[config.mk]
export PLATFORM = sky130hd
export DESIGN_NAME = current_sense_calibrated_average
export DESIGN_NICKNAME = d
export VERILOG_FILES = /design/src/rtl/csca_pkg.sv /design/src/rtl/current_sense_calibrated_average.sv /design/src/rtl/csca_regs.sv /design/src/rtl/csca_ctrl.sv /design/src/rtl/csca_dp.sv
export VERILOG_INCLUDE_DIRS = /design/src /design/src/rtl
export SDC_FILE = /design/constraint.sdc
export NUM_CORES = 2
export LEC_CHECK = 0
export BUFFER_PORTS_ARGS = -buffer_cell sky130_fd_sc_hd__buf_4
export CAP_MARGIN = 15
export CORE_ASPECT_RATIO = 0.7
export CORE_MARGIN = 2
export CORE_UTILIZATION = 38
export CTS_CLUSTER_DIAMETER = 100
export CTS_CLUSTER_SIZE = 20
export DETAILED_ROUTE_END_ITERATION = 8
export GPL_TIMING_DRIVEN = 0
export MAX_ROUTING_LAYER = met4
export PLACE_DENSITY = 0.62
export RECOVER_POWER = 25
export SLEW_MARGIN = 20
export SYNTH_ARGS = -nofsm -noshare
export SYNTH_HDL_FRONTEND = slang
export SYNTH_SLANG_ARGS = --single-unit
[constraint.sdc]
create_clock -name clk -period 11.73 [get_ports clk]
set_input_delay 1.173 -clock clk [delete_from_list [all_inputs] [get_ports clk]]
set_output_delay 1.173 -clock clk [all_outputs]
set_load 0.1 [all_outputs]
[src/rtl/current_sense_calibrated_average_macros.svh]
// assertion macros for the current sense averager
`ifndef CURRENT_SENSE_CALIBRATED_AVERAGE_MACROS_SVH
`define CURRENT_SENSE_CALIBRATED_AVERAGE_MACROS_SVH

// same-cycle implication, checked on every clock edge outside reset
`define CSCA_ASSERT_NOW(name, pre, post, msg) \
  name: assert property (@(posedge clk) disable iff (rst) (pre) |-> (post)) \
    else $error(msg);

// next-cycle implication, checked on every clock edge outside reset
`define CSCA_ASSERT_NEXT(name, pre, post, msg) \
  name: assert property (@(posedge clk) disable iff (rst) (pre) |=> (post)) \
    else $error(msg);

`endif

[src/rtl/csca_pkg.sv]
// shared types, widths and constants of the current sense averager
`timescale 1ns / 1ps

package csca_pkg;

  localparam int AVG_DEPTH_DEF = 10;

  localparam int RAW_W  = 16;
  localparam int D_W    = 17;
  localparam int D100_W = 24;
  localparam int GAIN_W = 16;
  localparam int INT_W  = 17;
  localparam int V_W    = 21;
  localparam int C_W    = 20;

  localparam int VP_W    = D100_W + GAIN_W + 1;
  localparam int V_SHIFT = 19;
  localparam int VS_W    = VP_W - V_SHIFT + 1;
  localparam int VA_W    = VS_W + 1;
  localparam int V_RND   = 1 << (V_SHIFT - 1);

  localparam int CP_W    = V_W + GAIN_W + 1;
  localparam int C_SHIFT = 14;
  localparam int CS_W    = CP_W - C_SHIFT + 1;
  localparam int CA_W    = CS_W + 1;
  localparam int C_RND   = 1 << (C_SHIFT - 1);

  localparam int V_MIN = -(1 << (V_W - 1));
  localparam int V_MAX = (1 << (V_W - 1)) - 1;
  localparam int C_MAX = (1 << C_W) - 1;

  localparam int ADDR_W = 4;
  localparam int DATA_W = 32;

  localparam logic [1:0] REG_VGAIN = 2'd0;
  localparam logic [1:0] REG_VINT  = 2'd1;
  localparam logic [1:0] REG_CGAIN = 2'd2;
  localparam logic [1:0] REG_CINT  = 2'd3;

  localparam logic [GAIN_W-1:0] VGAIN_RST = 16'd32276;
  localparam logic [INT_W-1:0]  VINT_RST  = 17'd3142;
  localparam logic [GAIN_W-1:0] CGAIN_RST = 16'd18293;
  localparam logic [INT_W-1:0]  CINT_RST  = 17'h1F1A6;

  typedef struct packed {
    logic [GAIN_W-1:0] vgain;
    logic [INT_W-1:0]  vint;
    logic [GAIN_W-1:0] cgain;
    logic [INT_W-1:0]  cint;
  } cfg_t;

  typedef struct packed {
    logic calib;
    logic load;
    logic scale;
    logic gain;
    logic store;
    logic sum;
    logic dset;
    logic dstep;
    logic cur;
    logic out_load;
  } dp_cmd_t;

  typedef struct packed {
    logic sum_last;
    logic div_last;
    logic out_free;
  } dp_sts_t;

endpackage

[src/rtl/current_sense_calibrated_average.sv]
// Current sense averager: offset and gain corrected shunt voltage, moving
// average over the last samples, converted to current in 0.01 mA.
// Input channel (in_valid / in_stall): kind and raw_sample. A calibrate word
// (kind 1) stores the sample as zero offset, empties the ring and produces
// no result. A measure word (kind 0) produces one result.
// Output channel (out_valid / out_stall): current_centi_ma and
// avg_voltage_centi_mv, held in an output register until taken.
// One word is worked on at a time. A measure word goes through the scale,
// gain, store, sum, divide and current steps, then its output step loads
// the result once the output register is free. The ring sum reads the
// filled entries (1 to AVG_DEPTH) one entry a cycle, and the averaging
// divider resolves one quotient bit a cycle, one for each bit of the sum.
// A finished result waiting under out_stall does not block acceptance of the
// next word; that word holds in its last step until the output is free.
// Reset restores the register defaults, zeroes the offset and empties the
// ring. Configuration is written through the apb-style port; the user must
// write it only while idle, as the block itself does not enforce this.
`timescale 1ns / 1ps

module current_sense_calibrated_average #(
  parameter int AVG_DEPTH = csca_pkg::AVG_DEPTH_DEF
) (
  input  logic                              clk,
  input  logic                              rst,
  input  logic                              in_valid,
  output logic                              in_stall,
  input  logic                              kind,
  input  logic signed [csca_pkg::RAW_W-1:0] raw_sample,
  output logic                              out_valid,
  input  logic                              out_stall,
  output logic [csca_pkg::C_W-1:0]          current_centi_ma,
  output logic signed [csca_pkg::V_W-1:0]   avg_voltage_centi_mv,
  input  logic                              psel,
  input  logic                              penable,
  input  logic                              pwrite,
  input  logic [csca_pkg::ADDR_W-1:0]       paddr,
  input  logic [csca_pkg::DATA_W-1:0]       pwdata,
  output logic [csca_pkg::DATA_W-1:0]       prdata,
  output logic                              pready
);
  import csca_pkg::*;

  cfg_t    cfg;
  dp_cmd_t cmd;
  dp_sts_t sts;

  csca_regs u_regs (
    .clk     (clk),
    .rst     (rst),
    .psel    (psel),
    .penable (penable),
    .pwrite  (pwrite),
    .paddr   (paddr),
    .pwdata  (pwdata),
    .prdata  (prdata),
    .pready  (pready),
    .cfg     (cfg)
  );

  csca_ctrl u_ctrl (
    .clk      (clk),
    .rst      (rst),
    .in_valid (in_valid),
    .in_kind  (kind),
    .in_stall (in_stall),
    .sts      (sts),
    .cmd      (cmd)
  );

  csca_dp #(
    .AVG_DEPTH (AVG_DEPTH)
  ) u_dp (
    .clk                  (clk),
    .rst                  (rst),
    .cfg                  (cfg),
    .in_raw               (raw_sample),
    .cmd                  (cmd),
    .sts                  (sts),
    .out_stall            (out_stall),
    .out_valid            (out_valid),
    .current_centi_ma     (current_centi_ma),
    .avg_voltage_centi_mv (avg_voltage_centi_mv)
  );

endmodule

[src/rtl/csca_regs.sv]
// configuration register file behind the apb-style port
`timescale 1ns / 1ps

module csca_regs (
  input  logic                       clk,
  input  logic                       rst,
  input  logic                       psel,
  input  logic                       penable,
  input  logic                       pwrite,
  input  logic [csca_pkg::ADDR_W-1:0] paddr,
  input  logic [csca_pkg::DATA_W-1:0] pwdata,
  output logic [csca_pkg::DATA_W-1:0] prdata,
  output logic                       pready,
  output csca_pkg::cfg_t             cfg
);
  import csca_pkg::*;

  logic       wr_en;
  logic [1:0] reg_idx;

  assign pready  = 1'b1;
  assign wr_en   = psel && penable && pwrite;
  assign reg_idx = paddr[3:2];

  always_ff @(posedge clk) begin
    if (rst) begin
      cfg.vgain <= VGAIN_RST;
      cfg.vint  <= VINT_RST;
      cfg.cgain <= CGAIN_RST;
      cfg.cint  <= CINT_RST;
    end else if (wr_en) begin
      unique case (reg_idx)
        REG_VGAIN: cfg.vgain <= pwdata[GAIN_W-1:0];
        REG_VINT:  cfg.vint  <= pwdata[INT_W-1:0];
        REG_CGAIN: cfg.cgain <= pwdata[GAIN_W-1:0];
        REG_CINT:  cfg.cint  <= pwdata[INT_W-1:0];
      endcase
    end
  end

  always_comb begin
    unique case (reg_idx)
      REG_VGAIN: prdata = DATA_W'(cfg.vgain);
      REG_VINT:  prdata = DATA_W'($signed(cfg.vint));
      REG_CGAIN: prdata = DATA_W'(cfg.cgain);
      REG_CINT:  prdata = DATA_W'($signed(cfg.cint));
    endcase
  end

endmodule

[src/rtl/csca_ctrl.sv]
// sequencing state machine of the current sense averager
`timescale 1ns / 1ps
`include "current_sense_calibrated_average_macros.svh"

module csca_ctrl (
  input  logic                clk,
  input  logic                rst,
  input  logic                in_valid,
  input  logic                in_kind,
  output logic                in_stall,
  input  csca_pkg::dp_sts_t   sts,
  output csca_pkg::dp_cmd_t   cmd
);
  import csca_pkg::*;

  localparam logic [3:0] S_IDLE  = 4'd0;
  localparam logic [3:0] S_SCALE = 4'd1;
  localparam logic [3:0] S_GAIN  = 4'd2;
  localparam logic [3:0] S_STORE = 4'd3;
  localparam logic [3:0] S_SUM   = 4'd4;
  localparam logic [3:0] S_DSET  = 4'd5;
  localparam logic [3:0] S_DIV   = 4'd6;
  localparam logic [3:0] S_CUR   = 4'd7;
  localparam logic [3:0] S_OUT   = 4'd8;

  logic [3:0] state, state_next;
  logic       accept;

  assign in_stall = (state != S_IDLE);
  assign accept   = in_valid && (state == S_IDLE);

  always_comb begin
    state_next = state;
    cmd        = '0;
    unique case (state)
      S_IDLE: begin
        cmd.calib = accept && in_kind;
        cmd.load  = accept && !in_kind;
        if (accept && !in_kind) state_next = S_SCALE;
      end
      S_SCALE: begin
        cmd.scale  = 1'b1;
        state_next = S_GAIN;
      end
      S_GAIN: begin
        cmd.gain   = 1'b1;
        state_next = S_STORE;
      end
      S_STORE: begin
        cmd.store  = 1'b1;
        state_next = S_SUM;
      end
      S_SUM: begin
        cmd.sum = 1'b1;
        if (sts.sum_last) state_next = S_DSET;
      end
      S_DSET: begin
        cmd.dset   = 1'b1;
        state_next = S_DIV;
      end
      S_DIV: begin
        cmd.dstep = 1'b1;
        if (sts.div_last) state_next = S_CUR;
      end
      S_CUR: begin
        cmd.cur    = 1'b1;
        state_next = S_OUT;
      end
      S_OUT: begin
        cmd.out_load = sts.out_free;
        if (sts.out_free) state_next = S_IDLE;
      end
      default: state_next = S_IDLE;
    endcase
  end

  always_ff @(posedge clk) begin
    if (rst) begin
      state <= S_IDLE;
    end else begin
      state <= state_next;
    end
  end

  `CSCA_ASSERT_NEXT(a_calib_stays_idle, in_valid && !in_stall && in_kind, state == S_IDLE, "calibrate word left idle")
  `CSCA_ASSERT_NEXT(a_measure_starts, in_valid && !in_stall && !in_kind, state == S_SCALE, "measure word did not start")
  `CSCA_ASSERT_NOW(a_load_when_free, cmd.out_load, sts.out_free, "result loaded over a held word")

endmodule

[src/rtl/csca_dp.sv]
// datapath: offset and gain correction, sample ring, averaging divider, current scaling
`timescale 1ns / 1ps
`include "current_sense_calibrated_average_macros.svh"

module csca_dp #(
  parameter int AVG_DEPTH = csca_pkg::AVG_DEPTH_DEF
) (
  input  logic                             clk,
  input  logic                             rst,
  input  csca_pkg::cfg_t                   cfg,
  input  logic signed [csca_pkg::RAW_W-1:0] in_raw,
  input  csca_pkg::dp_cmd_t                cmd,
  output csca_pkg::dp_sts_t                sts,
  input  logic                             out_stall,
  output logic                             out_valid,
  output logic [csca_pkg::C_W-1:0]         current_centi_ma,
  output logic signed [csca_pkg::V_W-1:0]  avg_voltage_centi_mv
);
  import csca_pkg::*;

  localparam int SLOT_W = (AVG_DEPTH > 1) ? $clog2(AVG_DEPTH) : 1;
  localparam int CNT_W  = $clog2(AVG_DEPTH + 1);
  localparam int SUM_W  = V_W + CNT_W;
  localparam int DCNT_W = $clog2(SUM_W);

  logic signed [RAW_W-1:0]  zero_offset;
  logic signed [RAW_W-1:0]  raw_q;
  logic signed [D100_W-1:0] d100;
  logic signed [VP_W-1:0]   vprod;
  logic signed [V_W-1:0]    ring [AVG_DEPTH];
  logic [SLOT_W-1:0]        write_slot;
  logic [SLOT_W-1:0]        sum_idx;
  logic [CNT_W-1:0]         fill_count;
  logic signed [SUM_W-1:0]  acc;
  logic                     div_neg;
  logic [SUM_W-1:0]         quo;
  logic [CNT_W:0]           rem;
  logic [DCNT_W-1:0]        dcnt;
  logic signed [V_W-1:0]    avg_q;
  logic signed [CP_W-1:0]   cprod;

  logic signed [D_W-1:0]    d_diff;
  logic signed [GAIN_W:0]   vgain_s;
  logic signed [GAIN_W:0]   cgain_s;
  logic signed [VP_W:0]     vrnd;
  logic signed [VS_W-1:0]   vsh;
  logic signed [VA_W-1:0]   vsum;
  logic signed [V_W-1:0]    vsat;
  logic [SUM_W-1:0]         acc_mag;
  logic [CNT_W:0]           rem_sh;
  logic [CNT_W:0]           divisor;
  logic                     rem_ge;
  logic [V_W-1:0]           quo_v;
  logic signed [V_W-1:0]    avg_w;
  logic signed [CP_W:0]     crnd;
  logic signed [CS_W-1:0]   csh;
  logic signed [CA_W-1:0]   cval;
  logic [C_W-1:0]           cclamp;

  assign vgain_s = $signed({1'b0, cfg.vgain});
  assign cgain_s = $signed({1'b0, cfg.cgain});
  assign d_diff  = D_W'(raw_q) - D_W'(zero_offset);

  // voltage rounding, floor shift, intercept and saturation
  assign vrnd = (VP_W + 1)'(vprod) + (VP_W + 1)'(V_RND);
  assign vsh  = vrnd[VP_W:V_SHIFT];
  assign vsum = VA_W'(vsh) + VA_W'($signed(cfg.vint));

  always_comb begin
    if (vsum < VA_W'(V_MIN)) begin
      vsat = V_W'(V_MIN);
    end else if (vsum > VA_W'(V_MAX)) begin
      vsat = V_W'(V_MAX);
    end else begin
      vsat = vsum[V_W-1:0];
    end
  end

  // restoring divider on the magnitude of the ring sum
  assign acc_mag = acc[SUM_W-1] ? SUM_W'(-acc) : SUM_W'(acc);
  assign rem_sh  = {rem[CNT_W-1:0], quo[SUM_W-1]};
  assign divisor = {1'b0, fill_count};
  assign rem_ge  = (rem_sh >= divisor);
  assign quo_v   = quo[V_W-1:0];
  assign avg_w   = div_neg ? -$signed(quo_v) : $signed(quo_v);

  // current rounding, floor shift, intercept and clamp
  assign crnd = (CP_W + 1)'(cprod) + (CP_W + 1)'(C_RND);
  assign csh  = crnd[CP_W:C_SHIFT];
  assign cval = CA_W'(csh) + CA_W'($signed(cfg.cint));

  always_comb begin
    if (cval < CA_W'(0)) begin
      cclamp = '0;
    end else if (cval > CA_W'(C_MAX)) begin
      cclamp = C_W'(C_MAX);
    end else begin
      cclamp = cval[C_W-1:0];
    end
  end

  assign sts.sum_last = (CNT_W'(sum_idx) + CNT_W'(1)) == fill_count;
  assign sts.div_last = (dcnt == DCNT_W'(SUM_W - 1));
  assign sts.out_free = !out_valid || !out_stall;

  // control state
  always_ff @(posedge clk) begin
    if (rst) begin
      zero_offset <= '0;
      write_slot  <= '0;
      fill_count  <= '0;
      out_valid   <= 1'b0;
    end else begin
      if (cmd.calib) begin
        zero_offset <= in_raw;
        write_slot  <= '0;
        fill_count  <= '0;
      end else if (cmd.store) begin
        write_slot <= (write_slot == SLOT_W'(AVG_DEPTH - 1)) ? '0
                                                              : write_slot + SLOT_W'(1);
        if (fill_count != CNT_W'(AVG_DEPTH)) fill_count <= fill_count + CNT_W'(1);
      end
      if (cmd.out_load) begin
        out_valid <= 1'b1;
      end else if (!out_stall) begin
        out_valid <= 1'b0;
      end
    end
  end

  // payload
  always_ff @(posedge clk) begin
    if (cmd.load) raw_q <= in_raw;
    if (cmd.scale) d100 <= D100_W'(d_diff) * D100_W'(100);
    if (cmd.gain) vprod <= d100 * vgain_s;
    if (cmd.store) begin
      ring[write_slot] <= vsat;
      acc              <= '0;
      sum_idx          <= '0;
    end
    if (cmd.sum) begin
      acc     <= acc + SUM_W'(ring[sum_idx]);
      sum_idx <= sum_idx + SLOT_W'(1);
    end
    if (cmd.dset) begin
      div_neg <= acc[SUM_W-1];
      quo     <= acc_mag;
      rem     <= '0;
      dcnt    <= '0;
    end
    if (cmd.dstep) begin
      rem  <= rem_ge ? rem_sh - divisor : rem_sh;
      quo  <= {quo[SUM_W-2:0], rem_ge};
      dcnt <= dcnt + DCNT_W'(1);
    end
    if (cmd.cur) begin
      avg_q <= avg_w;
      cprod <= avg_w * cgain_s;
    end
    if (cmd.out_load) begin
      current_centi_ma     <= cclamp;
      avg_voltage_centi_mv <= avg_q;
    end
  end

  `CSCA_ASSERT_NOW(a_fill_bound, 1'b1, fill_count <= CNT_W'(AVG_DEPTH), "fill count above depth")
  `CSCA_ASSERT_NOW(a_slot_bound, 1'b1, write_slot <= SLOT_W'(AVG_DEPTH - 1), "write slot past ring")
  `CSCA_ASSERT_NEXT(a_calib_empties, cmd.calib, fill_count == '0 && write_slot == '0, "ring not emptied")

endmodule

# After elaboration in Yosys (flattened, before gate mapping)
# Memory sizes are Yosys's and may differ from the RTL's. A register that Yosys moved wholly into a read port is not among the register bits.
# Cells that the tools add are included.
# word_totals
register_bits	336
ramBits	210
in_bits	60
output_inout_bits	76
elab_cells	121
mem_count	1
# memory_table
name	depth	word_bits	rd	rd_clocked_by_memory_dff	wr	line_no	rtl
u_dp.ring	10	21	1	1	1	csca_dp.sv:30	logic signed [V_W-1:0] ring [AVG_DEPTH];
# classes
n_addsub	13
mul	3
magnitude_cmp	5
eq_ne	20
mux	36
reduce_logical	21
# ops
cell	n
$pmux W32 S4	1
$mux W25	5
$mux W21	3
$add A41 B20 Y42 const B	1
$mux W4	10
$add A38 B15 Y39 const B	1
$mul A22 B17 Y39	1
$mul A21 B17 Y38	1
$pmux W4 S9	1
$add A25 B17 Y26	1
$gt A26 B21 Y1 const B	1
$lt A26 B1 Y1 const B	1
$add A25 B21 Y25	1
$neg A25 Y25	1
$add A23 B17 Y24	1
$gt A24 B21 Y1 const B	1
$lt A24 B21 Y1 const B	1
$mul A17 B6 Y22 const B	1
$neg A21 Y21	1
$mux W20	1
$sub A16 B16 Y17	1
$eq A4 B3 Y1 const B	4
$add A4 B1 Y4 const B	3
$mux W1	12
other kinds (25)	43

# Longest topological paths before layout
# logic_depth
word_depth	5
ltp_mapped	32
ltp_nobuf	31

# Modules after synthesis
# Synthesis repeated with hierarchy kept, for this count alone.
# hier_totals
cells_unflattened	4937
area_unflattened_um2	51595.7
# modules_own_cells
mod	n_inst	cells_each	area_each_um2	seq_area_each_um2
csca_dp	1	4593	48114.9	13252.7
csca_regs	1	306	3168.0	1321.3
csca_ctrl	1	38	312.8	80.1

# Least setup slack after synthesis
# Ideal clock, no wire load.
# synth_path
path_kind	reg2reg
from	register u_dp.quo[0]
to	register u_dp.cprod[37] (data pin)
setup_time_ns	0.260
t_arrival_ns	7.602
required_time_ns	11.470
setup_slack_ns	3.868
path_stages_with_launch	31
period_less_slack_ns	7.862
cell_sequence	edfxtp_1 -> inv_1 -> ha_1 -> nand2_1 -> or3_1 -> o21ai_0 -> nand2_1 -> a21oi_1 -> xnor2_1 -> clkbuf_1 -> nand2_1 -> fa_1 -> inv_1 -> fa_1 -> clkbuf_1 -> xnor2_1 -> xnor2_1 -> fa_1 -> fa_1 -> inv_1 -> fa_1 -> inv_1 -> ha_1 -> o21a_1 -> o21ai_0 -> a21oi_1 -> inv_1 -> o31ai_1 -> nor4_1 -> nor3_1 -> xnor2_1
# synth_between
elab_chain_len	3
# synth_lines
item	line_no	rtl
start, declared	csca_dp.sv:36	logic [SUM_W-1:0] quo;
start signal, assigned	csca_dp.sv:147	quo <= acc_mag;
start signal, assigned	csca_dp.sv:153	quo <= {quo[SUM_W-2:0], rem_ge};
$neg A21 Y21	csca_dp.sv:85	assign avg_w = div_neg ? -$signed(quo_v) : $signed(quo_v);
$mux W21	csca_dp.sv:85	
net u_dp.avg_w[20]	csca_dp.sv:54	logic signed [V_W-1:0] avg_w;
$mul A21 B17 Y38	csca_dp.sv:158	cprod <= avg_w * cgain_s;
end signal, assigned	csca_dp.sv:158	
end, declared	csca_dp.sv:40	logic signed [CP_W-1:0] cprod;
# The timed path passes the listed nets, and every way through them passes these cells.
# A chain may end at the register's enable or synchronous reset.

# Worst setup path after layout
# Ends and elaborated chain as after synthesis.

==> impl_results.md <==
* CP arrival at 10580 ps
* Placeable Area at 133000 um2
* Max Fclk at 98.7 MHz
* H-tree Lvls at 1
* CTS clock-pin slew for the worst setup and hold paths at 90 ps
* Max_cap viols at 4
* Post-CTS Setup Bufs at 0
* #FFs+latches synth at 521
* FF/Latch Area at 14700 um2
* Crit path capture type: register
* Crit path largest cell delay at 760 ps
* Synth Warn # at 0
* Initial antenna violation count at 2
* Clk_lat worst skew at 670 ps
* Slowest CP cell: xor2_1
* Primary FF master, synth: edfxtp_1
* First-pass GRT wire length at 217 mm
* Fill cell count at 12765
* Via count at 35237
* Cts bufs inserted at 31
* Post-route DRC at 0
* Via density at 5.09
* TritonCTS Sinks at 521
* WP data required at 12180 ps
* Cts repair resizes at 0
* TritonCTS clock tree: yes
* Hold Vio Cnt, Final at 0
* Post-route minimum period at 10130 ps
* Area contributors post-synth: fa_1 27%, edfxtp_1 25%, ha_1 8.3%
* Top cell type's share of synthesized area at 27.3%
* Status: finished, violations left
* Hold slack at 421 ps
* CP startpoint kind: register
* Final instance area at 55300 um2
* Cell Rows at 112
* CP dominant cell by count: fa_1
* Syn_area_per_cell at 10.3 um2
* Post-synth EDFFs at 422
* Die Wd at 442 um
* Post-synth ARST share at 0%
* Die Height at 310 um
* Worst-Margin Slew at 2910 ps
* Failing checks: max-capacitance violations, max-slew violations
* Post-Syn Instances at 4945
* Post-synthesis sequential area ratio at 28.7%
* Crit share post-route at 86.3%
* Total grt overflow at 0
* HP Class: register to register
* Total GRT Usage at 21.3%
* Clock Skews at 22.6 ps
* Vias in the first global route at 35461
* Setup violators final at 0
* Initial Utilization at 38.3%
* Synth Cell Area at 51000 um2
* I/O Pins at 136
* Distinct cells, synth at 79
* Largest area contributor in the netlist: fa_1
* Util after Layout at 41.5%
* Post-route ant nets at 0
* Routed len/inst at 20.3 um
* Largest net degree at the start of global routing at 47
* Area grow syn2layout at 8.56%
* Final WL at 140 mm
* CTS root buffer: clkbuf_16
* GP Congestion at 0.935
* Slew margin rel. at -94.2%
* Mapped Nets at 6038
* Drt initial violations at 2736
* Final Max Slew Viols at 121
* Total placed instance area at 54500 um2
* Hpwl dp at 115 mm
* RSZ-0062 raised after global routing: false
* Port bufs at 116
* Kind of critical path: register to register
* Share of cells above drive strength 1 at 5.71%
* TNS Setup at 0 ps
* Max Fanout on Critical Path at 10
* CTS max path bufs at 3
* Multi-input gate area at 32300 um2
* DR pass1 iterations at 6
* Hold-fix buffers at CTS at 0
* Nets@finish at 6218
* Die area at 137000 um2
## per-layer routing
layer	part of all wire (%)	track usage, %	vias to the layer above
met5	0	-	-
met4	1.9	3.88	0
met3	9.7	4.77	134
met2	42	30.9	1320
met1	46	30.8	17577
li1	-	-	16206
## worst paths after layout
kind / startpoint / end / slack (ps) / cells past startpoint
min: u_dp.avg_q[7] / u_dp.avg_voltage_centi_mv[7] / 420 / 0
min reg2reg: u_dp.avg_q[7] / u_dp.avg_voltage_centi_mv[7] / 420 / 0
max reg2reg: u_dp.quo[0] / u_dp.cprod[37] / 1600 / 29
max: u_dp.quo[0] / u_dp.cprod[37] / 1600 / 29
## state kept, by name (all words and copies together) (netlist names), 21 cells and up, named ones only
register                   flops
u_dp.vprod                    23
u_regs.cfg                    66
u_dp.d100                     22
u_dp.cprod                    25
u_dp.ring                    210
u_dp.avg_q                    21
u_dp.acc                      25
u_dp.avg_voltage_centi_mv     21
u_dp.quo                      25
## kinds of logic after synthesis
| group | Yosys count | synth area share [%] |
|---|---|---|
| other cells | 1 | 0.00736 |
| xor+xnor | 248 | 4.26 |
| flops | 521 | 28.7 |
| mux | 101 | 3.41 |
| simple gates | 1427 | 13.4 |
| buf+inv | 1080 | 8.08 |
| compound gates | 528 | 6.44 |
| fa+ha+maj | 1039 | 35.7 |
## cell usage in the layout, fill, tap and decap left out, types with 18 or more instances in the layout
master     netlist  layout
nor3_1          44      40
nand4_1         23      23
mux4_2          58      58
clkbuf_16        0      31
nand2_1        642     642
ha_1           339     339
o21a_1          23      23
xor2_1          85      85
xnor2_1        163     160
or3_1           17      18
o21ai_0         99      93
dfxtp_1         99      99
a21oi_1        204     198
inv_1          875     874
nand3_1         75      75
mux2i_1         41      41
a211oi_1        32      32
a21o_1          56      56
fa_1           694     694
and3_1          31      31
nor2b_1         42      41
nor2_1         168     164
buf_4           17     125
nand2b_1        20      20
and2_1         322     321
edfxtp_1       422     422
clkbuf_1       171     208
## final cells by class
class | count | area share (%)
Antenna cell | 1 | 0.00452
Buffer | 203 | 1.50
Clock buffer | 50 | 1.55
Clock inverter | 7 | 0.194
Inverter | 877 | 5.95
Multi-Input combinational cell | 3344 | 58.4
Sequential cell | 521 | 26.5
Tap cell | 1767 | 3.99
Timing Repair Buffer | 147 | 1.96
## metrics by stage
| stage | setup slack (ps) | std cells |
|---|---|---|
| after floorplan | 3870 | 4945 |
| after global placement | 1700 | 6828 |
| after detailed placement | 1540 | 6859 |
| after CTS | 1500 | 6916 |
| after global routing | 1080 | 6916 |
| final | 1600 | 6917 |
## cells in the mapped netlist (8+ instances only)
cell type and number:
a211oi_1 32, a21o_1 56, a21oi_1 204, a31oi_1 9, and2_1 322, and3_1 31, buf_1 12, buf_4 17
clkbuf_1 171, dfxtp_1 99, edfxtp_1 422, fa_1 694, ha_1 339, inv_1 875, mux2i_1 41, mux4_2 58
nand2_1 642, nand2b_1 20, nand3_1 75, nand4_1 23, nor2_1 168, nor2b_1 42, nor3_1 44, nor4_1 9
o211ai_1 8, o21a_1 23, o21ai_0 99, o21bai_1 10, o31ai_1 15, or3_1 17, xnor2_1 163, xor2_1 85
## critical path, delay by kind of cell (launching register included)
kind                     cells  cell delay, ps
AND/OR/NAND/NOR              7            1130
XOR/XNOR                     2            1100
buffers and inverters        5             900
adder cells (fa/ha/maj)      8            3630
flip-flops                   1             620
AO/OA/AOI/OAI                7            2520
Power is left out: the tool's default activity adds up to more than one toggle a clock period on the data nets, which glitch-free logic cannot reach.
